==> config.mk <==
export PLATFORM = sky130hd
export DESIGN_NAME = sfd_parser
export DESIGN_NICKNAME = d
export VERILOG_FILES = /design/src/hdl/sfd_pkg.sv /design/src/hdl/sfd_parser.sv
export SDC_FILE = /design/constraint.sdc
export NUM_CORES = 2
export LEC_CHECK = 0
export BUFFER_PORTS_ARGS = -buffer_cell sky130_fd_sc_hd__buf_2
export CAP_MARGIN = 20
export CORE_MARGIN = 5
export CORE_UTILIZATION = 25
export CTS_CLUSTER_DIAMETER = 40
export DETAILED_ROUTE_END_ITERATION = 8
export PLACE_DENSITY = 0.41
export SYNTH_ARGS = -nofsm -noshare
export SYNTH_HDL_FRONTEND = slang
export SYNTH_SLANG_ARGS = --single-unit
==> constraint.sdc <==
create_clock -name clk_i -period 14.1 [get_ports clk_i]
set_input_delay 2.82 -clock clk_i [delete_from_list [all_inputs] [get_ports clk_i]]
set_output_delay 2.82 -clock clk_i [all_outputs]
set_load 0.05 [all_outputs]
==> src/hdl/sfd_pkg.sv <==
// Shared types and constants of the serial frame deframer.
// No dependencies; the parser, the top level and the testbench import this package.
package sfd_pkg;

  // frame format
  localparam logic [7:0] SYNC_BYTE   = 8'hFA;
  localparam logic [7:0] ADDR_BYTE   = 8'hFF;
  localparam int         STORE_DEPTH = 256;
  localparam int         STORE_AW    = 8;

  // operation codes of an input transaction
  typedef enum logic [1:0] {
    OP_BYTE    = 2'd0,
    OP_TIMEOUT = 2'd1,
    OP_READ    = 2'd2,
    OP_NOP     = 2'd3
  } sfd_op_e;

  // command from the top level to the parser
  typedef struct packed {
    logic       valid;
    logic       clear;
    logic [7:0] rx_byte;
  } sfd_cmd_t;

  // parser completion status
  typedef struct packed {
    logic       done;
    logic       ready;
    logic       rejected;
    logic [7:0] msg_id;
    logic [7:0] len;
  } sfd_res_t;

  // write port into the frame store
  typedef struct packed {
    logic                we;
    logic [STORE_AW-1:0] addr;
    logic [7:0]          data;
  } sfd_store_wr_t;

endpackage

==> src/hdl/sfd_parser.sv <==
// Receive buffer and frame parser: circular byte memory with a sequencer
// that checks header, length and checksum, copies payloads and resyncs.
// Depends on sfd_pkg.
module sfd_parser #(
  parameter int MAX_PAYLOAD  = 254,
  parameter int BUFFER_DEPTH = 512
) (
  input  logic                  clk_i,
  input  logic                  rst_ni,
  input  sfd_pkg::sfd_cmd_t     cmd_i,
  output sfd_pkg::sfd_res_t     res_o,
  output sfd_pkg::sfd_store_wr_t store_wr_o
);
  import sfd_pkg::*;

  localparam int AW = $clog2(BUFFER_DEPTH);
  localparam int CW = $clog2(BUFFER_DEPTH + 1);
  localparam logic [AW:0]   DEPTH_W = (AW + 1)'(BUFFER_DEPTH);
  localparam logic [CW-1:0] DEPTH_C = CW'(BUFFER_DEPTH);
  localparam logic [7:0]    MAX_LEN = 8'(MAX_PAYLOAD);

  typedef enum logic [9:0] {
    P_IDLE = 10'b00_0000_0001,
    P_CHECK = 10'b00_0000_0010,
    P_HDR0 = 10'b00_0000_0100,
    P_HDR1 = 10'b00_0000_1000,
    P_HDR3 = 10'b00_0001_0000,
    P_SUM  = 10'b00_0010_0000,
    P_COPY = 10'b00_0100_0000,
    P_REJ  = 10'b00_1000_0000,
    P_SCAN = 10'b01_0000_0000,
    P_DONE = 10'b10_0000_0000
  } prs_state_e;

  prs_state_e    state_q, state_d;
  logic [CW-1:0] held_q, held_d;
  logic [AW-1:0] start_q, start_d;
  logic [AW-1:0] idx_q, idx_d;
  logic [7:0]    len_q, len_d;
  logic [7:0]    id_q, id_d;
  logic [7:0]    sum_q, sum_d;
  logic          ready_q, ready_d;
  logic          rej_q, rej_d;

  logic [7:0]    buf_mem [BUFFER_DEPTH];
  logic [7:0]    buf_rdata_q;
  logic          buf_we;
  logic [AW-1:0] buf_waddr;
  logic [AW-1:0] rd_off;
  logic [AW-1:0] buf_raddr;
  logic [CW-1:0] wr_held;
  logic [AW-1:0] wr_start;
  logic [7:0]    sum_next;

  // circular address: base plus offset, one wrap at most
  function automatic logic [AW-1:0] wrap_add(logic [AW-1:0] base, logic [AW-1:0] off);
    logic [AW:0] s;
    s = {1'b0, base} + {1'b0, off};
    if (s >= DEPTH_W) begin
      s = s - DEPTH_W;
    end
    return s[AW-1:0];
  endfunction

  // receive buffer memory, registered read
  always_ff @(posedge clk_i) begin
    if (buf_we) begin
      buf_mem[buf_waddr] <= cmd_i.rx_byte;
    end
    buf_rdata_q <= buf_mem[buf_raddr];
  end

  assign buf_raddr = wrap_add(start_q, rd_off);
  assign sum_next  = sum_q + buf_rdata_q;

  // a full buffer drops its bytes before the new one goes in
  assign wr_held  = (held_q >= DEPTH_C) ? '0 : held_q;
  assign wr_start = (held_q >= DEPTH_C) ? '0 : start_q;
  assign buf_waddr = wrap_add(wr_start, wr_held[AW-1:0]);

  // parse sequencer
  always_comb begin
    state_d  = state_q;
    held_d   = held_q;
    start_d  = start_q;
    idx_d    = idx_q;
    len_d    = len_q;
    id_d     = id_q;
    sum_d    = sum_q;
    ready_d  = ready_q;
    rej_d    = rej_q;
    rd_off   = '0;
    buf_we   = 1'b0;
    store_wr_o.we   = 1'b0;
    store_wr_o.addr = STORE_AW'(idx_q - AW'(4));
    store_wr_o.data = buf_rdata_q;

    case (state_q)
      P_IDLE: begin
        if (cmd_i.valid) begin
          ready_d = 1'b0;
          rej_d   = 1'b0;
          if (cmd_i.clear) begin
            held_d  = '0;
            start_d = '0;
            state_d = P_DONE;
          end else begin
            buf_we  = 1'b1;
            start_d = wr_start;
            held_d  = wr_held + CW'(1);
            state_d = P_CHECK;
          end
        end
      end
      P_CHECK: begin
        rd_off = '0;
        if (held_q < CW'(4)) begin
          state_d = P_DONE;
        end else begin
          state_d = P_HDR0;
        end
      end
      P_HDR0: begin
        rd_off = AW'(1);
        if (buf_rdata_q != SYNC_BYTE) begin
          state_d = P_REJ;
        end else begin
          state_d = P_HDR1;
        end
      end
      P_HDR1: begin
        rd_off = AW'(3);
        if (buf_rdata_q != ADDR_BYTE) begin
          state_d = P_REJ;
        end else begin
          state_d = P_HDR3;
        end
      end
      P_HDR3: begin
        rd_off = AW'(1);
        if (buf_rdata_q > MAX_LEN) begin
          state_d = P_REJ;
        end else if (held_q < CW'(buf_rdata_q) + CW'(5)) begin
          state_d = P_DONE;
        end else begin
          len_d   = buf_rdata_q;
          idx_d   = AW'(1);
          sum_d   = '0;
          state_d = P_SUM;
        end
      end
      // sum from the address byte through the checksum must come to zero
      P_SUM: begin
        sum_d = sum_next;
        if (idx_q == AW'(2)) begin
          id_d = buf_rdata_q;
        end
        if (idx_q == AW'(len_q) + AW'(4)) begin
          if (sum_next != 8'd0) begin
            state_d = P_REJ;
          end else if (len_q == 8'd0) begin
            ready_d = 1'b1;
            held_d  = '0;
            start_d = '0;
            state_d = P_DONE;
          end else begin
            rd_off  = AW'(4);
            idx_d   = AW'(4);
            state_d = P_COPY;
          end
        end else begin
          rd_off = idx_q + AW'(1);
          idx_d  = idx_q + AW'(1);
        end
      end
      // payload copy into the frame store, one byte a cycle
      P_COPY: begin
        store_wr_o.we = 1'b1;
        if (idx_q == AW'(len_q) + AW'(3)) begin
          ready_d = 1'b1;
          held_d  = '0;
          start_d = '0;
          state_d = P_DONE;
        end else begin
          rd_off = idx_q + AW'(1);
          idx_d  = idx_q + AW'(1);
        end
      end
      P_REJ: begin
        rej_d   = 1'b1;
        rd_off  = AW'(1);
        idx_d   = AW'(1);
        state_d = P_SCAN;
      end
      // look for the next sync byte after the first held byte
      P_SCAN: begin
        if (buf_rdata_q == SYNC_BYTE) begin
          start_d = wrap_add(start_q, idx_q);
          held_d  = held_q - CW'(idx_q);
          state_d = P_CHECK;
        end else if (CW'(idx_q) + CW'(1) == held_q) begin
          held_d  = '0;
          start_d = '0;
          state_d = P_CHECK;
        end else begin
          rd_off = idx_q + AW'(1);
          idx_d  = idx_q + AW'(1);
        end
      end
      P_DONE: begin
        state_d = P_IDLE;
      end
      default: begin
        state_d = P_IDLE;
      end
    endcase
  end

  assign res_o.done     = (state_q == P_DONE);
  assign res_o.ready    = ready_q;
  assign res_o.rejected = rej_q;
  assign res_o.msg_id   = id_q;
  assign res_o.len      = len_q;

  // control registers
  always_ff @(posedge clk_i or negedge rst_ni) begin
    if (!rst_ni) begin
      state_q <= P_IDLE;
      held_q  <= '0;
      start_q <= '0;
      ready_q <= 1'b0;
      rej_q   <= 1'b0;
    end else begin
      state_q <= state_d;
      held_q  <= held_d;
      start_q <= start_d;
      ready_q <= ready_d;
      rej_q   <= rej_d;
    end
  end

  // scan working registers
  always_ff @(posedge clk_i) begin
    idx_q <= idx_d;
    len_q <= len_d;
    id_q  <= id_d;
    sum_q <= sum_d;
  end

  // fill level stays within the buffer
  a_held_range: assert property (@(posedge clk_i) disable iff (!rst_ni)
    held_q <= DEPTH_C)
    else $error("held count beyond buffer depth");

  // completion is a single-cycle pulse
  a_done_pulse: assert property (@(posedge clk_i) disable iff (!rst_ni)
    res_o.done |=> !res_o.done)
    else $error("parser done held for more than one cycle");

  // a good frame leaves the buffer empty
  a_good_empties: assert property (@(posedge clk_i) disable iff (!rst_ni)
    (res_o.done && res_o.ready) |-> (held_q == '0 && start_q == '0))
    else $error("buffer not emptied after good frame");

  // payload copy only for legal non-empty lengths
  a_copy_len: assert property (@(posedge clk_i) disable iff (!rst_ni)
    (state_q == P_COPY) |-> (len_q != 8'd0 && len_q <= MAX_LEN))
    else $error("payload copy with illegal length");

endmodule

# Word-level counts from Yosys, hierarchy flattened
# Memories as Yosys holds them, arrays and structs flattened. A register that Yosys moved wholly into a read port is not among the register bits.
# Index checks and enable logic that the tools add are counted.
[totals]
regBits = 64
input_bits = 12
wordCells = 149
mem_count = 1
ramBits = 4096
[classes]
bitwise_logic = 2
n_eq_ne = 30
n_lt_le_gt_ge = 7
n_mux = 69
n_addsub = 15
reduce_logical = 16
[memory_table]
columns = ["memory", "depth", "width", "rd", "rd_clocked_by_memory_dff", "write_ports", "line", "source"]
rows = [
  ["buf_mem", 512, 8, 1, 1, 1, "sfd_parser.sv:45", "logic [7:0] buf_mem [BUFFER_DEPTH];"],
]
[op_table]
columns = ["operator", "n"]
rows = [
  ["9-bit 2-to-1 mux", 24],
  ["10-bit 2-to-1 mux", 20],
  ["10-bit case mux with 9 select lines", 1],
  ["9-bit case mux with 5 select lines", 2],
  ["10-bit greater-or-equal comparator (second input constant)", 4],
  ["10-bit case mux with 4 select lines", 1],
  ["9-bit case mux with 4 select lines", 1],
  ["8-bit 2-to-1 mux", 4],
  ["9-bit by 9-bit adder with 10-bit output", 3],
  ["9-bit by 1-bit subtractor with 9-bit output (second input constant)", 3],
  ["2-bit inequality test (second input constant)", 10],
  ["8-bit by 3-bit adder with 9-bit output (second input constant)", 2],
  ["9-bit equality test", 2],
  ["8-bit inequality test (second input constant)", 2],
  ["8-bit case mux with 2 select lines", 1],
  ["1-bit 2-to-1 mux", 11],
  ["10-bit by 1-bit adder with 10-bit output (second input constant)", 1],
  ["9-bit by 1-bit adder with 10-bit output (second input constant)", 1],
  ["10-bit by 1-bit equality test with 1-bit output (second input constant)", 1],
  ["10-bit equality test", 1],
  ["10-bit equality test (second input constant)", 1],
  ["10-bit by 2-bit equality test with 1-bit output (second input constant)", 1],
  ["10-bit by 3-bit equality test with 1-bit output (second input constant)", 1],
  ["10-bit by 4-bit equality test with 1-bit output (second input constant)", 1],
  ["33 further kinds", 40],
]

# Logic depth before layout (Yosys ltp)
[logic_depth]
word_depth = 8
depth_mapped = 23
ltp_nobuf = 21

# Worst setup path before layout
# No wires, ideal clock.
[synth_path]
path_kind = "register to register"
from = "register buf_rdata_q[0], read port of buf_mem"
to = "register buf_rdata_q[6], read port of buf_mem"
period_less_slack_ns = 5.396
slack_ns = 8.704
t_arrival_ns = 5.309
t_required_ns = 14.013
n_path_buf = 1
path_stages_with_launch = 23
path_cell_list = "dfxtp_1 > ha_1 > inv_1 > fa_1 > nor2b_1 > o31a_1 > a21oi_1 > or3_1 > nor4_1 > nand2b_1 > or2_2 > o21ai_0 > ha_1 > a211oi_1 > o21ai_1 > a21oi_1 > xnor2_1 > nor2_1 > nand2_1 > buf_2 > o22ai_1 > or4_1 > o31ai_1"
[synth_between]
elab_chain_cells = 8
elab_cells_between_ends = 11
cone_classes = "3 x add/sub; 1 x order compare; 1 x eq/ne; 5 x mux; 1 x reduce/logical"
[synth_lines]
columns = ["item", "line", "source"]
rows = [
  ["start, declared", "sfd_parser.sv:46", "logic [7:0] buf_rdata_q;"],
  ["8-bit adder", "sfd_parser.sv:74", "assign sum_next = sum_q + buf_rdata_q;"],
  ["8-bit nonzero test", "sfd_parser.sv:159", "if (sum_next != 8'd0) begin"],
  ["3-bit 2-to-1 mux", "sfd_parser.sv:159", ""],
  ["9-bit 2-to-1 mux", "sfd_parser.sv:158", "if (idx_q == AW'(len_q) + AW'(4)) begin"],
  ["9-bit case mux with 5 select lines (*)", "sfd_parser.sv:98", "case (state_q)"],
  ["9-bit by 9-bit adder with 10-bit output (*)", "sfd_parser.sv:58", "s = {1'b0, base} + {1'b0, off};"],
  ["9-bit by 1-bit subtractor with 9-bit output or 10-bit greater-or-equal comparator (tied branches)", "sfd_parser.sv:60, sfd_parser.sv:59", ""],
  ["9-bit 2-to-1 mux (*)", "sfd_parser.sv:59", "if (s >= DEPTH_W) begin"],
]
# Mark *: on every way between the ends. The rest lies on a longest branch, timed or not.
# A chain may end at the register's enable or synchronous reset.

# Worst setup path after layout
[layout_path]
from = "register idx_q[1]"
to = "register buf_rdata_q[6], read port of buf_mem"
[layout_between]
elab_chain_cells = 8
elab_cells_between_ends = 14
cone_classes = "4 x add/sub; 1 x order compare; 3 x eq/ne; 6 x mux"
[layout_lines]
columns = ["item", "line", "source"]
rows = [
  ["start, declared", "sfd_parser.sv:38", "logic [AW-1:0] idx_q, idx_d;"],
  ["start signal, assigned", "sfd_parser.sv:244", "idx_q <= idx_d;"],
  ["9-bit by 1-bit adder with 10-bit output", "sfd_parser.sv:201", "end else if (CW'(idx_q) + CW'(1) == held_q) begin"],
  ["10-bit equality test", "sfd_parser.sv:201", ""],
  ["9-bit 2-to-1 mux", "sfd_parser.sv:201", ""],
  ["9-bit 2-to-1 mux", "sfd_parser.sv:197", "if (buf_rdata_q == SYNC_BYTE) begin"],
  ["9-bit case mux with 5 select lines (*)", "sfd_parser.sv:98", ""],
  ["9-bit by 9-bit adder with 10-bit output (*)", "sfd_parser.sv:58", ""],
  ["9-bit by 1-bit subtractor with 9-bit output or 10-bit greater-or-equal comparator (tied branches)", "sfd_parser.sv:60, sfd_parser.sv:59", ""],
  ["9-bit 2-to-1 mux (*)", "sfd_parser.sv:59", ""],
]
# Marked as above.

==> results summary <==
Synthesis produced a netlist whose cell count is roughly 8.6k. The tightest slew margin relative to the limit came out at 23.53%. The number of register bits inferred by synthesis is 4168.

The total count of max-transition violations in the final report is 0. The height of the die is just over 800 um. The highest clock rate came out at around 110 MHz. The worst reg2reg path depth came out at 20. The number of antenna violations at the first check in global routing came out at 42. The clock reaches the later pin of the worst-skew pair after 1.07 ns. After routing the design area is a little under 200000 sq um. The share of the clock period used by the worst path after layout is 64.17%. The fraction of layout instances using a drive strength above 1 is between 20% and 30%. The cell sitting at the root of the clock tree is a clkbuf_16. During placement, the flow inserted port buffers numbering 47.

Once routing completed, OpenROAD measured the worst setup slack at a little over 5 ns. The horizontal die dimension came out at between 800 and 900 um. The die area is 677300 sq um. The number of nets in the layout came out at 9053.

After global routing the overflow that remains totals 0. In the final routed layout, each cell accounts on average for roughly 28 um. The async set-reset flop share out of synthesis came out at less than 1%. The number of endpoints with negative hold slack in the final report was 0.

The run finished with clean final reports. In this run the most critical hold path is launched from ready_q. The total number of vias is 84.99k. The end of the worst hold path is ready_q.

The post-synthesis average cell area is between 15 and 20 sq um. The max-cap check violation count came out at 0. The H-tree depth came out at 6. The number of standard-cell rows in the floorplan came out at ~300.

From synthesis to final layout, the design area changed by 18.99%. The worst clock skew on the final layout came out at approximately 0.044 ns. The worst setup slack for register-to-register paths is 5.05 ns.

The critical-path maximum fanout came out at 114. The initial DRC count is around 8.4k. In the routed layout, each cell is associated on average with a via count of 4.677. The standard cell area after detailed placement came out at approximately 180000 sq um. The number of optimization iterations in the first detailed-route pass is 7. The total track usage came out at 14.54%. The path type of the worst setup path is reg2reg.

Setup violations remaining at the end of the flow were counted as 0. The clock transition at the registers of the reported paths came out at roughly 0.060 ns. The most frequently used flop master after synthesis is edfxtp_1.

The startpoint identified for the worst register-to-register timing path is idx_q[1]. The count of synthesis-stage warnings from yosys came out at 0. Counting every sink on the clock net gives about 4.2k.

The capturing element type of the critical path is a register. The effective utilization at floorplan is approximately a quarter. The leakage dissipation is about 60 nW.

The reg-to-reg endpoint is buf_rdata_q[6]. The final routed wirelength across all metal layers is roughly 510 mm. The total power after layout is 0.02985 W. The number of synthesized flops with an enable pin came out at 4129. The data arrival at the endpoint of the critical path is around 10 ns. After legalization and detailed placement, the total HPWL measured roughly 300 mm. The count of nets left with antenna violations once routing finished came out at 0. The path type of the worst min-delay path is reg2reg. The total I/O pin count is 48. The net count of the mapped netlist is roughly 8.7k. TritonCTS created between 500 and 600 clock buffers. Entering global routing, the biggest net connects between 100 and 150 pins. The mapped cell area is approximately 170000 sq um. The slew of the pin with the lowest slew margin is 1.147 ns.

STA classifies the critical path startpoint as a register. At the end of routability-driven placement, the weighted congestion stood at between 0.7 and 0.8. The final period demand of the worst path is 9.048 ns. The maximum resistive drop on vdd came out at around 0.00011 V. The proportion of synthesized chip area in sequential cells is between 70% and 80%. Data on the critical path is required at its endpoint by approximately 15 ns. The post-place setup slack is between 5 and 6 ns. Buffers inserted to repair hold after CTS numbered 0. The number of library cell types mapped by synthesis is 83. Counting instances, the worst hold path has a depth of 1. The floorplan step defined a core boundary enclosing about 660000 sq um. The global-route wire length before repair is roughly 710 mm.

The via count of the first global-routing pass came out at ~89k. The clock tree from TritonCTS is built. Dividing total power by cell area gives a power density of around 150 nW/um^2. The DRC violations left is 0. Gates resized during post-CTS repair numbered 0.

Setup repair after global routing left no endpoint under its margin. The worst hold slack is just under 0.5 ns. After routing, the total negative slack on setup checks comes to 0 ns. The maximum number of buffers from clock root to sink is 4. The post-CTS setup-driven buffer insertion count is 0.
==> sequential cells by signal, summed over array words and instances, names as in the netlist <==
| name | flops |
|---|---|
| len_q | 8 |
| idx_q | 9 |
| held_q | 10 |
| buf_mem | 4096 |
| rej_q | 1 |
| start_q | 9 |
| sum_q | 8 |
| state_q | 10 |
| ready_q | 1 |
| id_q | 8 |
| buf_rdata_q | 8 |
==> critical path, cell delays in order (launching register included) <==
cell and delay, ns:
edfxtp_1 0.63, ha_1 0.34, xnor2_1 0.40, xnor2_1 0.11
nor3_1 0.24, and4_1 0.25, a41oi_2 0.24, nor2_2 0.45
o31ai_1 0.22, ha_4 0.22, fa_4 1.34, buf_12 0.63
buf_12 0.63, mux4_2 0.42, nand2_1 0.07, a21oi_1 0.17
nor2_1 0.14, o211ai_1 0.80, nand3_1 0.32, or4_1 0.74
o31ai_1 0.18
==> how the worst max path moves through the flow <==
stage | start | endpoint | slack (ns) | cells past startpoint
floorplan | buf_rdata_q[0] | buf_rdata_q[6] | 8.70 | 22
global placement | buf_rdata_q[1] | buf_rdata_q[0] | 4.37 | 20
detailed placement | idx_q[1] | buf_rdata_q[6] | 5.16 | 20
CTS | idx_q[1] | buf_rdata_q[6] | 5.11 | 20
global route | idx_q[1] | buf_rdata_q[6] | 4.92 | 20
finish | idx_q[1] | buf_rdata_q[6] | 5.05 | 20
==> synth_stat cells (31+ instances only) <==
| cell | number | area, sq um |
|---|---|---|
| o21ai_0 | 39 | 195.2 |
| mux4_2 | 1029 | 23170 |
| a31oi_1 | 49 | 306.5 |
| buf_1 | 55 | 206.5 |
| nand2_1 | 1022 | 3836 |
| edfxtp_1 | 4129 | 124000 |
| o211ai_1 | 38 | 285.3 |
| a32oi_1 | 34 | 297.8 |
| a21oi_1 | 108 | 540.5 |
| inv_1 | 34 | 127.6 |
| xor2_1 | 31 | 271.5 |
| nand3_1 | 388 | 1942 |
| mux2i_1 | 53 | 530.5 |
| and3_1 | 69 | 431.7 |
| xnor2_1 | 53 | 464.2 |
| nor2_1 | 630 | 2365 |
| buf_2 | 162 | 810.8 |
| ha_1 | 59 | 738.2 |
| clkbuf_1 | 240 | 900.9 |
==> cell families (layout without fill, tap and decap cells) <==
logic type                 count (synthesis)  count (layout)  synth area share, %
other                                      0              10                    0
AOI/OAI and AO/OA                        440             440                1.842
xor gates and xnor gates                  90              90               0.5111
adders and majority gates                 64              64               0.5073
muxes                                   1083            1083                14.35
DFF                                     4168            4168                75.60
buffers and inverters                    524            1364                1.385
and+or+nand+nor                         2251            2251                5.797
==> placed cells by master, fill, tap and decap left out, types with 39 or more instances in the layout <==
cell / synthesis / layout
a21oi_1: 108 / 108
a31oi_1: 49 / 49
and3_1: 69 / 69
buf_2: 162 / 40
buf_4: 29 / 171
bufinv_16: 0 / 65
clkbuf_1: 240 / 64
clkbuf_16: 0 / 604
clkinv_1: 0 / 58
clkinv_2: 0 / 82
clkinv_4: 0 / 47
clkinvlp_4: 0 / 52
edfxtp_1: 4129 / 4129
ha_1: 59 / 58
inv_6: 0 / 64
mux2i_1: 53 / 53
mux4_2: 1029 / 1029
nand2_1: 1022 / 977
nand2_2: 0 / 43
nand3_1: 388 / 382
nor2_1: 630 / 623
o21ai_0: 39 / 39
xnor2_1: 53 / 50
==> layer usage <==
metal	routed length [um]	track usage, %
met4	13980	4.090
met5	0	0
met1	221100	19.85
met3	30290	2.759
met2	242500	23.69
==> per-stage QoR <==
| step | util, % | instances |
|---|---|---|
| 2_1_floorplan | - | 8620 |
| 3_3_place_gp | 26.76 | 17070 |
| 3_5_place_dp | 26.79 | 17080 |
| 4_1_cts | 29.84 | 18160 |
| 5_1_grt | 29.84 | 18160 |
| 6_report | 29.84 | 18170 |
==> layout make-up <==
type / count / area [sq um]
diodes: 10 / 25.02
clock buffers: 668 / 15350
clock inverters: 412 / 4735
fillers: 63970 / 462200
inverters: 35 / 131.4
multi-input cells: 3928 / 38400
flip-flops and latches: 4168 / 124900
well taps: 8700 / 10890
repair buffers: 249 / 2152
==> power breakdown <==
| group | switching [W] | internal [W] | total (W) | leakage [nW] |
|---|---|---|---|---|
| logic | 0.000724 | 0.000422 | 0.00115 | 12.5 |
| registers | 0.0000344 | 0.0137 | 0.0137 | 37.6 |
| clock network | 0.00585 | 0.00916 | 0.0150 | 9.70 |
| total | 0.00661 | 0.0232 | 0.0298 | 59.8 |
Power figures use the tool's default switching activity.
